`src/design/java_class_name_scanner_core_assert.svh`:
```
// Assertion macros for the class name scanner core.
// Used by the top level only; expects a clock named clk and reset named rst.
`ifndef JAVA_CLASS_NAME_SCANNER_CORE_ASSERT_SVH
`define JAVA_CLASS_NAME_SCANNER_CORE_ASSERT_SVH

// checked outside reset
`define JCNS_CHECK(label, prop, msg) \
  label: assert property (@(posedge clk) disable iff (rst) prop) else $error(msg);

// checked on every edge, reset included
`define JCNS_CHECK_ALWAYS(label, prop, msg) \
  label: assert property (@(posedge clk) prop) else $error(msg);

`endif

```
`src/design/jcns_pkg.sv`:
```
// Shared types, codes and constants for the class name scanner.
// No dependencies.
`default_nettype none

package jcns_pkg;

  localparam int QDEPTH = 4;
  localparam int QIDX_W = $clog2(QDEPTH);
  localparam int QCNT_W = $clog2(QDEPTH + 1);

  localparam logic [3:0] MODE_NORMAL     = 4'd0;
  localparam logic [3:0] MODE_SLASH      = 4'd1;
  localparam logic [3:0] MODE_LINE       = 4'd2;
  localparam logic [3:0] MODE_BLOCK      = 4'd3;
  localparam logic [3:0] MODE_BLOCK_STAR = 4'd4;
  localparam logic [3:0] MODE_STR        = 4'd5;
  localparam logic [3:0] MODE_STR_ESC    = 4'd6;
  localparam logic [3:0] MODE_CHR        = 4'd7;
  localparam logic [3:0] MODE_CHR_ESC    = 4'd8;
  localparam logic [3:0] MODE_IDENT      = 4'd9;
  localparam logic [3:0] MODE_NAME       = 4'd10;

  localparam logic [1:0] KIND_CHAR    = 2'd0;
  localparam logic [1:0] KIND_DONE    = 2'd1;
  localparam logic [1:0] KIND_INVALID = 2'd2;
  localparam logic [1:0] KIND_NONE    = 2'd3;

  localparam logic [7:0] CH_SLASH  = 8'h2f;
  localparam logic [7:0] CH_STAR   = 8'h2a;
  localparam logic [7:0] CH_SPACE  = 8'h20;
  localparam logic [7:0] CH_DQUOTE = 8'h22;
  localparam logic [7:0] CH_SQUOTE = 8'h27;
  localparam logic [7:0] CH_BSLASH = 8'h5c;
  localparam logic [7:0] CH_NL     = 8'h0a;
  localparam logic [7:0] CH_USCORE = 8'h5f;

  localparam logic [2:0] KW_LEN = 3'd5;

  typedef struct packed {
    logic letter;
    logic digit;
    logic slash;
    logic star;
    logic dquote;
    logic squote;
    logic bslash;
    logic newline;
    logic blank;
  } byte_class_t;

  typedef struct packed {
    logic [7:0]  c;
    logic        eof;
    logic        sof;
    byte_class_t cls;
  } lex_item_t;

  typedef struct packed {
    logic [1:0] kind;
    logic [7:0] ch;
    logic       last;
  } result_t;

  typedef struct packed {
    logic [QCNT_W-1:0] front_count;
  } front_stat_t;

  typedef struct packed {
    logic [QCNT_W-1:0] res_count;
  } back_stat_t;

  // letters of the keyword "class"
  function automatic logic [7:0] kw_char(input logic [2:0] idx);
    logic [7:0] r;
    unique case (idx)
      3'd0:    r = 8'h63;
      3'd1:    r = 8'h6c;
      3'd2:    r = 8'h61;
      3'd3:    r = 8'h73;
      3'd4:    r = 8'h73;
      default: r = 8'h00;
    endcase
    return r;
  endfunction

  function automatic byte_class_t classify(input logic [7:0] c);
    byte_class_t k;
    k.letter  = (c >= 8'h61 && c <= 8'h7a) || (c >= 8'h41 && c <= 8'h5a) || (c == CH_USCORE);
    k.digit   = (c >= 8'h30 && c <= 8'h39);
    k.slash   = (c == CH_SLASH);
    k.star    = (c == CH_STAR);
    k.dquote  = (c == CH_DQUOTE);
    k.squote  = (c == CH_SQUOTE);
    k.bslash  = (c == CH_BSLASH);
    k.newline = (c == CH_NL);
    k.blank   = (c <= CH_SPACE);
    return k;
  endfunction

endpackage

`default_nettype wire

```
`src/design/jcns_front.sv`:
```
// Front end: accepts input items, classifies the byte, queues classified items.
// Depends on jcns_pkg.
`default_nettype none

module jcns_front import jcns_pkg::*; (
  input  wire logic        clk,
  input  wire logic        rst,
  input  wire logic        push,
  output logic             full,
  input  wire logic [7:0]  data_byte,
  input  wire logic        end_of_file,
  input  wire logic        start_of_file,
  output logic             item_valid,
  output lex_item_t        item,
  input  wire logic        item_take,
  output front_stat_t      stat
);

  lex_item_t         mem [QDEPTH];
  logic [QIDX_W-1:0] wr_ptr;
  logic [QIDX_W-1:0] rd_ptr;
  logic [QCNT_W-1:0] count;
  logic              wr_en;
  logic              rd_en;
  lex_item_t         wr_item;

  assign full       = (count == QCNT_W'(QDEPTH));
  assign item_valid = (count != '0);
  assign wr_en      = push && !full;
  assign rd_en      = item_take && item_valid;
  assign item       = mem[rd_ptr];
  assign stat.front_count = count;

  always_comb begin
    wr_item.c   = data_byte;
    wr_item.eof = end_of_file;
    wr_item.sof = start_of_file;
    wr_item.cls = classify(data_byte);
  end

  always_ff @(posedge clk) begin
    if (wr_en) begin
      mem[wr_ptr] <= wr_item;
    end
  end

  always_ff @(posedge clk) begin
    if (rst) begin
      wr_ptr <= '0;
      rd_ptr <= '0;
      count  <= '0;
    end else begin
      if (wr_en) begin
        wr_ptr <= wr_ptr + 1'b1;
      end
      if (rd_en) begin
        rd_ptr <= rd_ptr + 1'b1;
      end
      if (wr_en && !rd_en) begin
        count <= count + 1'b1;
      end else if (rd_en && !wr_en) begin
        count <= count - 1'b1;
      end
    end
  end

endmodule

`default_nettype wire

```
`src/design/jcns_back.sv`:
```
// Back end: lexer state machine over classified items, result queue to output.
// Depends on jcns_pkg.
`default_nettype none

module jcns_back import jcns_pkg::*; (
  input  wire logic        clk,
  input  wire logic        rst,
  input  wire logic        item_valid,
  input  wire lex_item_t   item,
  output logic             item_take,
  output logic             empty,
  input  wire logic        pop,
  output logic [1:0]       kind,
  output logic [7:0]       name_char,
  output logic             last,
  output back_stat_t       stat
);

  logic [3:0] lex_mode;
  logic [2:0] keyword_index;
  logic       keyword_mismatch;
  logic       class_seen;
  logic       scan_done;

  logic [3:0] lex_mode_next;
  logic [2:0] keyword_index_next;
  logic       keyword_mismatch_next;
  logic       class_seen_next;
  logic       scan_done_next;

  logic [3:0] m;
  logic [2:0] ki;
  logic       km;
  logic       cs;
  logic       sd;
  logic       do_norm;
  logic       ident_ch;
  logic       res_v;
  result_t    res;

  result_t           mem [QDEPTH];
  logic [QIDX_W-1:0] wr_ptr;
  logic [QIDX_W-1:0] rd_ptr;
  logic [QCNT_W-1:0] count;
  logic              wr_en;
  logic              rd_en;

  assign item_take = item_valid && (count != QCNT_W'(QDEPTH));
  assign ident_ch  = item.cls.letter || item.cls.digit;

  always_comb begin
    m  = item.sof ? MODE_NORMAL : lex_mode;
    ki = item.sof ? 3'd0 : keyword_index;
    km = item.sof ? 1'b0 : keyword_mismatch;
    cs = item.sof ? 1'b0 : class_seen;
    sd = item.sof ? 1'b0 : scan_done;

    lex_mode_next         = m;
    keyword_index_next    = ki;
    keyword_mismatch_next = km;
    class_seen_next       = cs;
    scan_done_next        = sd;
    do_norm               = 1'b0;
    res_v                 = 1'b0;
    res.kind              = KIND_CHAR;
    res.ch                = 8'h00;
    res.last              = 1'b0;

    if (!sd) begin
      if (item.eof) begin
        res_v    = 1'b1;
        res.kind = (m == MODE_NAME) ? KIND_DONE : KIND_NONE;
        res.last = 1'b1;
      end else begin
        unique case (m)
          MODE_SLASH: begin
            if (item.cls.slash) begin
              lex_mode_next = MODE_LINE;
            end else if (item.cls.star) begin
              lex_mode_next = MODE_BLOCK;
            end else begin
              do_norm = 1'b1;
            end
          end
          MODE_LINE: begin
            if (item.cls.newline) lex_mode_next = MODE_NORMAL;
          end
          MODE_BLOCK: begin
            if (item.cls.star) lex_mode_next = MODE_BLOCK_STAR;
          end
          MODE_BLOCK_STAR: begin
            if (item.cls.slash) begin
              lex_mode_next = MODE_NORMAL;
            end else if (!item.cls.star) begin
              lex_mode_next = MODE_BLOCK;
            end
          end
          MODE_STR: begin
            if (item.cls.dquote) begin
              lex_mode_next = MODE_NORMAL;
            end else if (item.cls.bslash) begin
              lex_mode_next = MODE_STR_ESC;
            end
          end
          MODE_STR_ESC: lex_mode_next = MODE_STR;
          MODE_CHR: begin
            if (item.cls.squote) begin
              lex_mode_next = MODE_NORMAL;
            end else if (item.cls.bslash) begin
              lex_mode_next = MODE_CHR_ESC;
            end
          end
          MODE_CHR_ESC: lex_mode_next = MODE_CHR;
          MODE_IDENT: begin
            if (ident_ch) begin
              if (!km && ki < KW_LEN && item.c == kw_char(ki)) begin
                keyword_index_next = ki + 3'd1;
              end else begin
                keyword_mismatch_next = 1'b1;
              end
            end else begin
              if (!km && ki == KW_LEN) class_seen_next = 1'b1;
              lex_mode_next = MODE_NORMAL;
              do_norm       = 1'b1;
            end
          end
          MODE_NAME: begin
            res_v = 1'b1;
            if (ident_ch) begin
              res.kind = KIND_CHAR;
              res.ch   = item.c;
            end else begin
              res.kind = KIND_DONE;
              res.last = 1'b1;
            end
          end
          default: do_norm = 1'b1;
        endcase

        if (do_norm) begin
          if (item.cls.slash) begin
            lex_mode_next = MODE_SLASH;
          end else if (item.cls.dquote || item.cls.squote) begin
            if (class_seen_next) begin
              res_v    = 1'b1;
              res.kind = KIND_INVALID;
              res.last = 1'b1;
            end else begin
              lex_mode_next = item.cls.dquote ? MODE_STR : MODE_CHR;
            end
          end else if (item.cls.letter) begin
            if (class_seen_next) begin
              lex_mode_next = MODE_NAME;
              res_v         = 1'b1;
              res.kind      = KIND_CHAR;
              res.ch        = item.c;
            end else begin
              lex_mode_next         = MODE_IDENT;
              keyword_index_next    = (item.c == kw_char(3'd0)) ? 3'd1 : 3'd0;
              keyword_mismatch_next = (item.c != kw_char(3'd0));
            end
          end else if (item.cls.blank) begin
            lex_mode_next = MODE_NORMAL;
          end else begin
            if (class_seen_next) begin
              res_v    = 1'b1;
              res.kind = KIND_INVALID;
              res.last = 1'b1;
            end else begin
              lex_mode_next = MODE_NORMAL;
            end
          end
        end
      end
    end

    if (res_v && res.last) begin
      scan_done_next = 1'b1;
      lex_mode_next  = MODE_NORMAL;
    end
  end

  always_ff @(posedge clk) begin
    if (rst) begin
      lex_mode         <= MODE_NORMAL;
      keyword_index    <= 3'd0;
      keyword_mismatch <= 1'b0;
      class_seen       <= 1'b0;
      scan_done        <= 1'b0;
    end else if (item_take) begin
      lex_mode         <= lex_mode_next;
      keyword_index    <= keyword_index_next;
      keyword_mismatch <= keyword_mismatch_next;
      class_seen       <= class_seen_next;
      scan_done        <= scan_done_next;
    end
  end

  // result queue
  assign wr_en     = item_take && res_v;
  assign empty     = (count == '0);
  assign rd_en     = pop && !empty;
  assign kind      = mem[rd_ptr].kind;
  assign name_char = mem[rd_ptr].ch;
  assign last      = mem[rd_ptr].last;
  assign stat.res_count = count;

  always_ff @(posedge clk) begin
    if (wr_en) begin
      mem[wr_ptr] <= res;
    end
  end

  always_ff @(posedge clk) begin
    if (rst) begin
      wr_ptr <= '0;
      rd_ptr <= '0;
      count  <= '0;
    end else begin
      if (wr_en) begin
        wr_ptr <= wr_ptr + 1'b1;
      end
      if (rd_en) begin
        rd_ptr <= rd_ptr + 1'b1;
      end
      if (wr_en && !rd_en) begin
        count <= count + 1'b1;
      end else if (rd_en && !wr_en) begin
        count <= count - 1'b1;
      end
    end
  end

endmodule

`default_nettype wire

```
`src/design/java_class_name_scanner_core.sv`:
```
// Class name scanner core: lexes Java source bytes and streams out the class name.
// An item is taken every cycle while full is low; it lands in a 4-deep input queue, the
// lexer takes one queued item per cycle while its 4-deep result queue has room, and a
// result is registered into the result queue before it can be popped. Sustained rate is
// one item per cycle while the result queue has room; results are popped one per cycle.
// Depends on jcns_pkg, jcns_front, jcns_back and java_class_name_scanner_core_assert.svh.
`default_nettype none

`include "java_class_name_scanner_core_assert.svh"

module java_class_name_scanner_core import jcns_pkg::*; (
  input  wire logic        clk,
  input  wire logic        rst,
  input  wire logic        push,
  output logic             full,
  input  wire logic [7:0]  data_byte,
  input  wire logic        end_of_file,
  input  wire logic        start_of_file,
  output logic             empty,
  input  wire logic        pop,
  output logic [1:0]       kind,
  output logic [7:0]       name_char,
  output logic             last
);

  logic        item_valid;
  lex_item_t   item;
  logic        item_take;
  front_stat_t front_stat;
  back_stat_t  back_stat;

  jcns_front u_front (
    .clk           (clk),
    .rst           (rst),
    .push          (push),
    .full          (full),
    .data_byte     (data_byte),
    .end_of_file   (end_of_file),
    .start_of_file (start_of_file),
    .item_valid    (item_valid),
    .item          (item),
    .item_take     (item_take),
    .stat          (front_stat)
  );

  jcns_back u_back (
    .clk        (clk),
    .rst        (rst),
    .item_valid (item_valid),
    .item       (item),
    .item_take  (item_take),
    .empty      (empty),
    .pop        (pop),
    .kind       (kind),
    .name_char  (name_char),
    .last       (last),
    .stat       (back_stat)
  );

  `JCNS_CHECK(a_front_bound, front_stat.front_count <= QCNT_W'(QDEPTH), "input queue overrun")
  `JCNS_CHECK(a_back_bound, back_stat.res_count <= QCNT_W'(QDEPTH), "result queue overrun")
  `JCNS_CHECK(a_last_kind, !empty |-> (last == (kind != KIND_CHAR)), "final flag does not match kind")
  `JCNS_CHECK_ALWAYS(a_reset_empty, rst |=> (empty && !full), "queues not empty after reset")

endmodule

`default_nettype wire
```
`config.mk`:
```
export PLATFORM = sky130hd
export DESIGN_NAME = java_class_name_scanner_core
export DESIGN_NICKNAME = d
export VERILOG_FILES = /design/src/design/jcns_pkg.sv /design/src/design/jcns_front.sv /design/src/design/jcns_back.sv /design/src/design/java_class_name_scanner_core.sv
export VERILOG_INCLUDE_DIRS = /design/src /design/src/design
export SDC_FILE = /design/constraint.sdc
export NUM_CORES = 1
export LEC_CHECK = 0
export BUFFER_PORTS_ARGS = -buffer_cell sky130_fd_sc_hd__buf_2
export CORE_UTILIZATION = 55
export CTS_CLUSTER_SIZE = 20
export DETAILED_ROUTE_END_ITERATION = 8
export PLACE_DENSITY_LB_ADDON = 0.15
export RECOVER_POWER = 50
export SKIP_LAST_GASP = 1
export SYNTH_ARGS = -nofsm -noshare
export SYNTH_HDL_FRONTEND = slang
export SYNTH_SLANG_ARGS = --single-unit
```
`constraint.sdc`:
```
create_clock -name clk -period 4.57 [get_ports clk]
set_input_delay 0.914 -clock clk [delete_from_list [all_inputs] [get_ports clk]]
set_output_delay 0.914 -clock clk [all_outputs]
set_load 0.02 [all_outputs]
```
==> out/qor.yml, run 1 <==
route:
  drt_pass1_iterations: 5
  routed_wl_mm: 13.1
  drt_iter0_markers: 299
  ant_nets: 0
  vias_per_cell: 5.99
  routed-via-count: 4259
  wl_per_cell_um: 18.5
  drc: 0
clock_tree:
  htree_levels: 4
  clock_latency_ns: 0.42
  cts_resized: 0
  hold_buffers: 0
  numCtsBuffers: 17
  root_buffer: "clkbuf_16"
  cts_setup_buffers: 0
  cts.path.max_buffers: 2
  cts.clk_slew.worst_paths_ns: 0.06
  cts.sinks: 148
  cts_tree: "yes"
die:
  die-area_um2: 13100
  die_w_um: 114
  design.core.area_um2: 12200
  fp-row-count: 40
  die_height_um: 114
  pin_count: 27
  start_util_pct: 57.2
finish:
  nets: 561
  drive_above_1_share_pct: 15.7
  synthToLayoutAreaGrowth_pct: 11.6
  antenna_cells: 0
  final_util_pct: 63.8
global_route:
  use_met3_pct: 4.66
  grtUsageMet1_pct: 28.2
  grt_busiest_layer: "met2"
  grt_max_degree: 30
  grt_pass1_wl_mm: 21.6
  grt.total_usage_pct: 22.3
  grt-ovfl-total: 0
  met2_usage_pct: 36.0
  grt_pass1_vias: 4280
  antenna_found_initial: 0
power_and_ir_drop:
  p_per_area_nw_per_um2: 584
  vdd_drop_max_mv: 0.345
  p_leak_nw: 2.59
  power_mw: 4.54
setup_path:
  end_kind: "flip-flop"
  critPathMaxStageDelay_ns: 0.44
  cpMaxStageDelayCell: "dfxtp_2"
  crit_chain: "mux2_4 -> mux2i_2 -> nand2_1 -> inv_1 -> ha_1 -> nand3b_1 -> o21bai_1 -> o211ai_2 -> a311oi_2 -> o21ai_1 -> a21oi_4 -> ha_1 -> inv_1 -> fa_1 -> xor2_1 -> or3_1 -> a21oi_1"
  crit_arrival_ns: 4.53
  critPathLaunchType: "flip-flop"
  cp.required_ns: 4.90
  crit_fanout: 9
  crit_type: "flip-flop to flip-flop"
timing:
  period_needed_ns: 4.20
  fmax_mhz: 238
  fin_worst_skew_ns: 0.00796
  finalHoldViolations: 0
  finalCritPeriodShare_pct: 91.8
  rsz0062_at_grt: "no"
  slew_headroom_pct: 5.12
  worst_slew_pin_slew_ns: 1.42
  setup_tns_ns: 0
  slew_violations: 0
  setup_viol: 0
synth:
  yosysUniqueCellTypes: 76
  synth_warnings: 0
  synth_cells: 499
  syn_nets: 529
  syn_area_um2: 6950
  syn_area_per_cell_um2: 13.9
  synth_enable_flop_cells: 120
  synth_seq_cells: 148
  synth_flop_cell: "edfxtp_1"
  ys_seq_area_share_pct: 59.9
  async_reset_ff_share_pct: 0
placement:
  io_buffers: 26
  place_congestion: 0.911
  dp_hpwl_mm: 9.11
outcome:
  run_status: "completed"
job:
  maxCapViolCount: 0
hold_path:
  hold_class: "flip-flop to flip-flop"
==> worst paths after layout <==
| path | start | endpoint | slack, ns | cells after the start |
|---|---|---|---|---|
| worst min-delay path | u_front.stat[2] | u_front.stat[2] | 0.51 | 2 |
| worst max-delay path | flip-flop | u_back.stat[2] | 0.37 | 17 |
| worst max register to register | flip-flop | u_back.stat[2] | 0.37 | 17 |
| worst min register to register | u_front.stat[2] | u_front.stat[2] | 0.51 | 2 |
==> synth_stat cells, drive strengths merged (2+ instances only) <==
| cell type | count | area share [%] |
|---|---|---|
| nor3b | 3 | 0.32 |
| nand3b | 3 | 0.32 |
| o31ai | 2 | 0.22 |
| a21o | 2 | 0.22 |
| a221oi | 2 | 0.25 |
| a311oi | 3 | 0.56 |
| o21a | 2 | 0.22 |
| nor2b | 8 | 0.72 |
| edfxtp | 120 | 52 |
| mux4 | 31 | 11 |
| a21oi | 22 | 1.8 |
| nand3 | 8 | 0.58 |
| xnor2 | 2 | 0.25 |
| ha | 14 | 2.5 |
| o2111ai | 3 | 0.47 |
| buf | 8 | 1.1 |
| or3 | 7 | 0.63 |
| a211oi | 4 | 0.43 |
| nor4 | 10 | 0.90 |
| o41ai | 2 | 0.25 |
| o211ai | 3 | 0.40 |
| o22ai | 2 | 0.18 |
| nor3 | 12 | 0.94 |
| nand4 | 2 | 0.18 |
| and3 | 3 | 0.27 |
| xor2 | 7 | 0.88 |
| mux2i | 9 | 1.3 |
| nand2 | 36 | 1.9 |
| dfxtp | 28 | 8.1 |
| fa | 2 | 0.58 |
| or2 | 6 | 0.54 |
| nor2 | 39 | 2.1 |
| inv | 17 | 0.92 |
| o21ai | 19 | 1.4 |
| nand2b | 10 | 0.90 |
| a221o | 2 | 0.29 |
| a31oi | 2 | 0.18 |
| clkbuf | 10 | 0.54 |
| and2 | 12 | 1.1 |
| mux2 | 3 | 0.59 |
==> worst max-delay path, delay by kind of cell (launching register included) <==
| family | cells | cell delay (ns) |
|---|---|---|
| simple gates | 3 | 0.59 |
| mux | 2 | 0.50 |
| compound gates | 6 | 1.38 |
| xor+xnor | 1 | 0.18 |
| fa+ha+maj | 3 | 0.83 |
| buf+inv | 2 | 0.19 |
| flops | 1 | 0.44 |
==> routing by layer <==
layer	share of wire, %	vias to the layer above
li1	-	2003
met1	44	2093
met2	49	137
met3	4.4	26
met4	2.4	0
met5	0	-
==> state kept, by name, summed over array words and instances (netlist names), named ones only <==
signal                   cells
u_back.mem                  44
u_front.mem                 76
u_back.rd_ptr                2
u_front.wr_ptr               2
u_back.lex_mode              4
u_back.wr_ptr                2
u_back.scan_done             1
u_front.stat                 3
u_front.rd_ptr               2
u_back.keyword_mismatch      1
u_back.keyword_index         3
u_back.class_seen            1
u_back.stat                  3
==> cells in the final DEF, fill, tap and decap left out, types with 4 or more instances in the layout <==
cell	n
edfxtp_1	120
nor2_1	38
nand2_1	36
dfxtp_1	27
mux4_2	21
a21oi_1	20
inv_1	17
clkbuf_16	17
o21ai_0	15
clkbuf_1	15
ha_1	14
buf_2	13
nor3_1	11
mux4_1	10
nand2b_1	10
nor4_1	10
nand3_1	8
nor2b_1	8
mux2i_1	8
and2_1	7
xor2_1	7
or3_1	7
and2_0	5
or2_2	4
o21ai_1	4
a211oi_1	4
buf_4	4
==> power by group <==
part           switching [mW]  total (mW)  internal, mW
Clock                   0.517        1.31         0.797
Sequential              0.141        1.83          1.69
Combinational           0.830        1.40         0.567
==> logic make-up after synthesis <==
kind of cell | count (synthesis) | share of synthesized area, %
XOR/XNOR | 9 | 1.13
flip-flops | 148 | 59.9
multiplexers | 43 | 12.5
adder cells (fa/ha/maj) | 16 | 3.09
AND/OR/NAND/NOR | 165 | 12.3
AO/OA/AOI/OAI | 82 | 8.49
buffers and inverters | 36 | 2.61
==> cell type report <==
type                       count  area, um2
clock buffer                  18        429
clock inverter                13        135
fill                         910       4400
inverter                      18       67.6
multi-input combinational    315       2610
sequential                   148       4170
tap                          168        210
timing repair buffer          31        148
==> metrics by stage <==
stage                     hold WS (ns)  instances  setup WS (ns)  area, um2
after global placement           0.480        680          0.478       7220
after CTS                        0.509        711          0.258       7780
after floorplan                  0.467        499          0.296       6950
final                            0.508        711          0.374       7760
after global routing             0.530        711         0.0584       7760
after detailed placement         0.501        680          0.318       7220
No activity file was read; power rests on OpenSTA's default activity.
==> run 2: changes to the inputs <==
CAP_MARGIN = 15   (was default)
CORE_UTILIZATION = 35   (was 55)
clock period = 4.6 ns   (was 4.57 ns; I/O delays follow)
==> run 2 against run 1 <==
  * The flow now finishes with violations (max-capacitance violations, max-slew violations)
  * Highest routed layer unchanged
  * Critical path depth did not move
  * Global-route usage fell by 6.8 points
  * Sequential power hardly changed
  * Total power rose by 2.4%
  * Via count decreased by 0.89%
  * Register-to-register slack is essentially flat
  * Critical path type unchanged
  * Clock power up 8%
  * Clock skew grew 0.0036 ns
==> out/qor.yml, run 2 (synthesis results as in run 1) <==
outcome:
  run_status: "finished with violations"
  violations: "max-capacitance violations, max-slew violations"
setup_path:
  reg2regPathDepth: 17  # unchanged
  cp.required_ns: 4.94  # +0.04 ns
  cpMaxStageDelayCell: "dfxtp_2"
  r2r_end: "u_back.stat[2]"
  crit_arrival_ns: 4.57  # +0.04 ns
  critical_path.top_delay_family: "compound AO/OA/AOI/OAI gates"
  crit_chain: "mux2_4 -> mux2i_2 -> nand2_1 -> inv_1 -> ha_1 -> nand3b_1 -> o21bai_1 -> o211ai_2 -> a311oi_2 -> o21ai_1 -> a21oi_4 -> ha_1 -> inv_1 -> fa_1 -> xor2_1 -> or3_1 -> a21oi_1"
  critPathMaxStageDelay_ns: 0.44  # about the same
  crit_type: "flip-flop to flip-flop"
  critPathLaunchType: "flip-flop"
  crit_fanout: 9  # unchanged
  end_kind: "flip-flop"
  rrSetupSlack_ns: 0.38  # about the same
  path_buf_inv: 2  # unchanged
finish:
  final_util_pct: 40.6  # -23 points
  fill_cells: 1788  # +96%
  final_cells: 808  # +14%
  nets: 560  # -0.18%
  layout_commonest_cell: "edfxtp_1"
  largest_reg_flops: 76  # unchanged
  drive_above_1_share_pct: 16.2  # +0.55 points
  reg_top3: "u_front.mem (76), u_back.mem (44), u_back.lex_mode (4)"
  synthToLayoutAreaGrowth_pct: 13.7
  layout_common_cells: "120 x edfxtp_1, 38 x nor2_1, 36 x nand2_1"
  antenna_cells: 0  # unchanged
  largest_register: "u_front.mem"
timing:
  fin_ws_ns: 0.376  # +0.00228 ns
  slew_violations: 60  # +60
  slew_headroom_pct: -4.37  # -9.5 points
  rsz0062_at_grt: "no"
  period_needed_ns: 4.22  # +0.0277 ns
  setup_viol: 0  # unchanged
  fmax_mhz: 237  # -0.66%
  finalCritPeriodShare_pct: 91.8  # about the same
  setup_tns_ns: 0  # unchanged
  finalHoldViolations: 0  # unchanged
  fin_worst_skew_ns: 0.0116  # +0.00364 ns
  worst_slew_pin_slew_ns: 1.56  # +0.142 ns
route:
  wl_per_cell_um: 18.3  # -0.71%
  wl_met3_um: 551  # -4.7%
  drc: 0  # unchanged
  drt_iter0_markers: 211  # -29%
  wl_met1_mm: 6.60  # +14%
  vias_per_cell: 5.22  # -13%
  dr_wl_met2_mm: 7.38  # +14%
  ant_nets: 0  # unchanged
  top_layer: "met4"
  drt_pass1_iterations: 4  # -1
  routed_wl_mm: 14.8  # +13%
  routed-via-count: 4221  # -0.89%
global_route:
  grt.total_usage_pct: 15.6  # -6.8 points
  grt-ovfl-total: 0  # unchanged
  grt_max_degree: 30  # unchanged
  antenna_found_initial: 0  # unchanged
  grt_pass1_vias: 4279  # -0.023%
  grt_pass1_wl_mm: 23.3  # +7.9%
die:
  design.core.area_um2: 19500  # +60%
  die_w_um: 143  # +25%
  fp-row-count: 51  # +28%
  start_util_pct: 35.7  # -21 points
  pin_count: 27  # unchanged
  die-area_um2: 20400  # +56%
  die_height_um: 143  # +25%
placement:
  place_congestion: 0.911  # about the same
  io_buffers: 26  # unchanged
  place_inst: 776  # +14%
  post-place-ws_ns: 0.273  # -0.0449 ns
  dp_hpwl_mm: 9.96  # +9.4%
clock_tree:
  numCtsBuffers: 17  # unchanged
  clock_latency_ns: 0.43  # about the same
  cts_tree: "yes"
  cts.path.max_buffers: 2  # unchanged
  cts.sinks: 148  # unchanged
  htree_levels: 4  # unchanged
  hold_buffers: 0  # unchanged
  cts.clk_slew.worst_paths_ns: 0.07  # about the same
  root_buffer: "clkbuf_16"
hold_path:
  hold_class: "flip-flop to flip-flop"
  min_path_cells: 2  # unchanged
  holdPathEnd: "u_front.stat[2]"
  holdCritStartpoint: "u_front.stat[2]"
power_and_ir_drop:
  vdd_drop_max_mv: 0.271  # -21%
  p_leak_nw: 2.61  # +0.94%
  power_mw: 4.65  # +2.4%
  p_per_area_nw_per_um2: 587  # +0.52%
job:
  maxCapViolCount: 3  # +3
-- run 2: cell types whose count changed in the layout (fill, tap and decap cells not counted), sizes merged --
cell,previous run,this run
buf,17,16
clkbuf,32,31
clkinv,7,6
clkinvlp,3,0
inv,19,25
-- run 2: metal layers --
| metal | vias up | GRT usage (%) |
|---|---|---|
| li1 | 2004 | - |
| met1 | 2086 | 18.8 |
| met2 | 105 | 26.5 |
| met3 | 26 | 3.49 |
| met4 | 0 | 6.79 |
| met5 | - | 0 |
-- run 2: where the power goes --
group	internal [mW]	switching, mW	leakage (nW)
registers	1.67	0.139	1.31
clock network	0.817	0.603	0.297
logic	0.560	0.854	1.01
-- run 2: through the flow --
stage	area [um2]	hold slack, ns
floorplan	6950	0.467
global placement	7330	0.485
detailed placement	7330	0.494
CTS	7930	0.511
global route	7910	0.532
finish	7910	0.506
-- run 2: worst min-delay path, stage by stage (launching register included) --
cell     delay (ns)
dfxtp_1        0.33
o21ai_0        0.07
a21oi_1        0.06
-- run 2: how the worst max path moves through the flow --
stage	startpoint	cells past startpoint	endpoint	slack [ns]
after detailed placement	flip-flop	17	u_back.stat[2]	0.27
after global placement	flip-flop	17	u_back.stat[2]	0.42
after floorplan	flip-flop	19	u_back.stat[2]	0.33
after CTS	flip-flop	17	u_back.stat[2]	0.25
final	flip-flop	17	u_back.stat[2]	0.38
after global routing	flip-flop	17	u_back.stat[2]	0.02
-- run 2: area by class of cell --
cell class,instances,area [um2],share of cell area [%]
Sequential cell,148,4170,52.7
Multi-Input combinational cell,315,2610,33.0
Clock buffer,17,425,5.38
Tap cell,265,332,4.19
Clock inverter,15,171,2.17
Timing Repair Buffer,30,140,1.77
Inverter,18,67.6,0.854
-- run 2: repair_timing --
action | in CTS | in global routing
setup buffers | 0 | 0
hold endpoints to repair | 0 | 0
gates resized for setup | 0 | 1
setup endpoints to repair | 0 | 1
==> run 3: changes to the inputs <==
clock period = 4 ns   (was 4.6 ns; I/O delays follow)
==> run 3 against run 2 <==
  * The run now ends clean
  * Sequential share of layout area is 0.63 points lower
  * Total power rose by 15%
  * Final cell count increased by 1.7%
  * Global-route usage fell by 0.091 points
  * Highest routed layer unchanged
  * First-iteration DRC count up 28%
  * Via count increased by 0.69%
==> out/qor.yml, run 3 (synthesis results as in run 1) <==
setup_path:
  crit_chain: "mux2_4 -> mux2i_4 -> nand2_1 -> inv_1 -> ha_1 -> nand3b_1 -> o21bai_1 -> o211ai_2 -> a311oi_2 -> o21ai_1 -> a21oi_4 -> ha_4 -> inv_1 -> fa_1 -> xor2_1 -> or3_1 -> a21oi_1"
  crit_arrival_ns: 4.13  # -0.44 ns
  r2r-start: "u_front.mem[0][9]"
  r2r_end: "u_back.stat[2]"
  rrSetupSlack_ns: 0.22  # -0.16 ns
  path_buf_inv: 2  # unchanged
  critical_path.top_delay_family: "compound AO/OA/AOI/OAI gates"
  cpMaxStageDelayCell: "edfxtp_1"
  critPathMaxStageDelay_ns: 0.39  # -0.05 ns
  critPathLaunchType: "flip-flop"
  crit_type: "flip-flop to flip-flop"
  reg2regPathDepth: 17  # unchanged
  crit_top_cell: "inv_1"
  cp.required_ns: 4.35  # -0.59 ns
  crit_fanout: 6  # -3
  end_kind: "flip-flop"
finish:
  final_util_pct: 41.1  # +0.49 points
  largest_register: "u_front.mem"
  drive_above_1_share_pct: 18.5  # +2.3 points
  layout_commonest_cell: "edfxtp_1"
  nets: 574  # +2.5%
  fill_cells: 1821  # +1.8%
  regArea_um2: 4170  # unchanged
  antenna_cells: 0  # unchanged
  layout_common_cells: "120 x edfxtp_1, 38 x nor2_1, 36 x nand2_1"
  multi_input_area_um2: 2630  # +0.82%
  reg_top3: "u_front.mem (76), u_back.mem (44), u_back.lex_mode (4)"
  largest_reg_flops: 76  # unchanged
  synthToLayoutAreaGrowth_pct: 15.1
power_and_ir_drop:
  switching_share_pct: 34.5  # +0.17 points
  clkPwrFrac_pct: 29.0  # -1.5 points
  p_comb_share_pct: 32.3  # +1.9 points
  p_per_area_nw_per_um2: 669  # +14%
  power_mw: 5.36  # +15%
  p_leak_nw: 2.67  # +2.1%
  seqPwrFrac_pct: 38.7  # -0.3 points
  p_switching_mw: 1.85  # +16%
  vdd_drop_max_mv: 0.329  # +21%
  internal_power_mw: 3.51  # +15%
global_route:
  grt.total_usage_pct: 15.5  # -0.091 points
  grt_pass1_wl_mm: 23.1  # -0.77%
  antenna_found_initial: 1  # +1
  grt_max_degree: 30  # unchanged
  grt-ovfl-total: 0  # unchanged
  grt_pass1_vias: 4217  # -1.4%
timing:
  slew_violations: 0  # -100%
  fmax_mhz: 265  # +12%
  period_needed_ns: 3.78  # -0.444 ns
  finalHoldViolations: 0  # unchanged
  fin_worst_skew_ns: 0.00810  # -0.00350 ns
  finalCritPeriodShare_pct: 94.5  # +2.7 points
  worst_slew_pin_slew_ns: 1.30  # -0.265 ns
  slew_headroom_pct: 13.4  # +18 points
  setup_viol: 0  # unchanged
hold_path:
  min_path_cells: 2  # unchanged
  holdPathEnd: "u_front.stat[2]"
  holdCritStartpoint: "u_front.stat[2]"
  hold_class: "flip-flop to flip-flop"
placement:
  place_congestion: 0.855  # -6.1%
  dp_hpwl_mm: 10.0  # +0.77%
  io_buffers: 26  # unchanged
route:
  routed_wl_mm: 14.8  # -0.18%
  drt_pass1_iterations: 4  # unchanged
  vias_per_cell: 5.17  # -1.0%
  drt_iter0_markers: 270  # +28%
  ant_nets: 0  # unchanged
  drc: 0  # unchanged
  wl_per_cell_um: 18.0  # -1.9%
  routed-via-count: 4250  # +0.69%
die:
  die_height_um: 143  # unchanged
  start_util_pct: 35.7  # unchanged
  design.core.area_um2: 19500  # unchanged
  pin_count: 27  # unchanged
  die_w_um: 143  # unchanged
  die-area_um2: 20400  # unchanged
  fp-row-count: 51  # unchanged
clock_tree:
  clock_latency_ns: 0.42  # about the same
  cts.sinks: 148  # unchanged
  htree_levels: 4  # unchanged
  numCtsBuffers: 17  # unchanged
  cts_tree: "yes"
  cts.clk_slew.worst_paths_ns: 0.07  # about the same
  root_buffer: "clkbuf_16"
  cts.path.max_buffers: 2  # unchanged
job:
  maxCapViolCount: 0  # -3
outcome:
  run_status: "completed"
==> run 3: cell types whose count changed in the layout (fill, tap and decap cells not counted), sizes merged <==
cell      delta
buf         +14
bufinv       -1
clkinv       +1
clkinvlp     +1
inv          -1
==> run 3: power by group through the flow <==
| stage | Sequential [mW] | Clock, mW | Combinational, mW |
|---|---|---|---|
| after floorplan | 2.03 | 0 | 1.31 |
| after global placement | 2.10 | 0 | 1.70 |
| after detailed placement | 2.11 | 0 | 1.71 |
| after CTS | 2.07 | 1.59 | 1.71 |
| after global routing | 2.11 | 1.65 | 1.89 |
| final | 2.07 | 1.55 | 1.73 |
==> run 3: worst max path at each step <==
stage               cells past startpoint             end  slack, ns              start
floorplan                              19  u_back.stat[2]       0.04          flip-flop
global placement                       17  u_back.stat[2]       0.32          flip-flop
detailed placement                     17  u_back.stat[2]       0.19  u_front.mem[0][9]
CTS                                    17  u_back.stat[2]       0.16  u_front.mem[0][9]
global route                           17  u_back.stat[2]     -0.003  u_front.mem[1][9]
finish                                 17  u_back.stat[2]       0.22  u_front.mem[0][9]
==> run 3: metal layers <==
| metal | part of all wire [%] | GRT usage [%] | vias up |
|---|---|---|---|
| met5 | 0 | 0 | - |
| met4 | 2.0 | 6.17 | 0 |
| met3 | 3.8 | 3.32 | 25 |
| met2 | 50 | 26.4 | 107 |
| met1 | 44 | 19.0 | 2082 |
| li1 | - | - | 2036 |
==> run 3: cell type report <==
cell class / count / share of cell area, %
Clock buffer: 17 / 5.31
Inverter: 18 / 0.844
Tap cell: 265 / 4.14
Multi-Input combinational cell: 315 / 32.9
Timing Repair Buffer: 44 / 2.97
Clock inverter: 15 / 1.84
Sequential cell: 148 / 52.0
==> run 3: per-stage QoR <==
step	area [um2]	worst slack (ns)	setup TNS (ns)	instances	hold slack (ns)
final	8010	0.220	0	822	0.519
after global routing	8010	-0.00339	-0.00339	822	0.544
after detailed placement	7420	0.190	0	786	0.511
after CTS	7990	0.162	0	818	0.521
after global placement	7420	0.324	0	786	0.486
after floorplan	6980	0.0390	0	499	0.467
==> run 3: worst reg2reg max path: cells and delay by family, from the launching register on <==
kind / cells / cell delay, ns
AOI/OAI and AO/OA: 6 / 1.25
adders and majority gates: 3 / 0.78
and+or+nand+nor: 3 / 0.50
muxes: 2 / 0.45
DFF: 1 / 0.39
xor gates and xnor gates: 1 / 0.18
buffers and inverters: 2 / 0.16
==> run 3: timing repair <==
action                     in CTS  in global routing
setup buffers                   0                  4
hold buffers                    0                  0
resized for setup               0                  2
setup endpoints to repair       0                  1
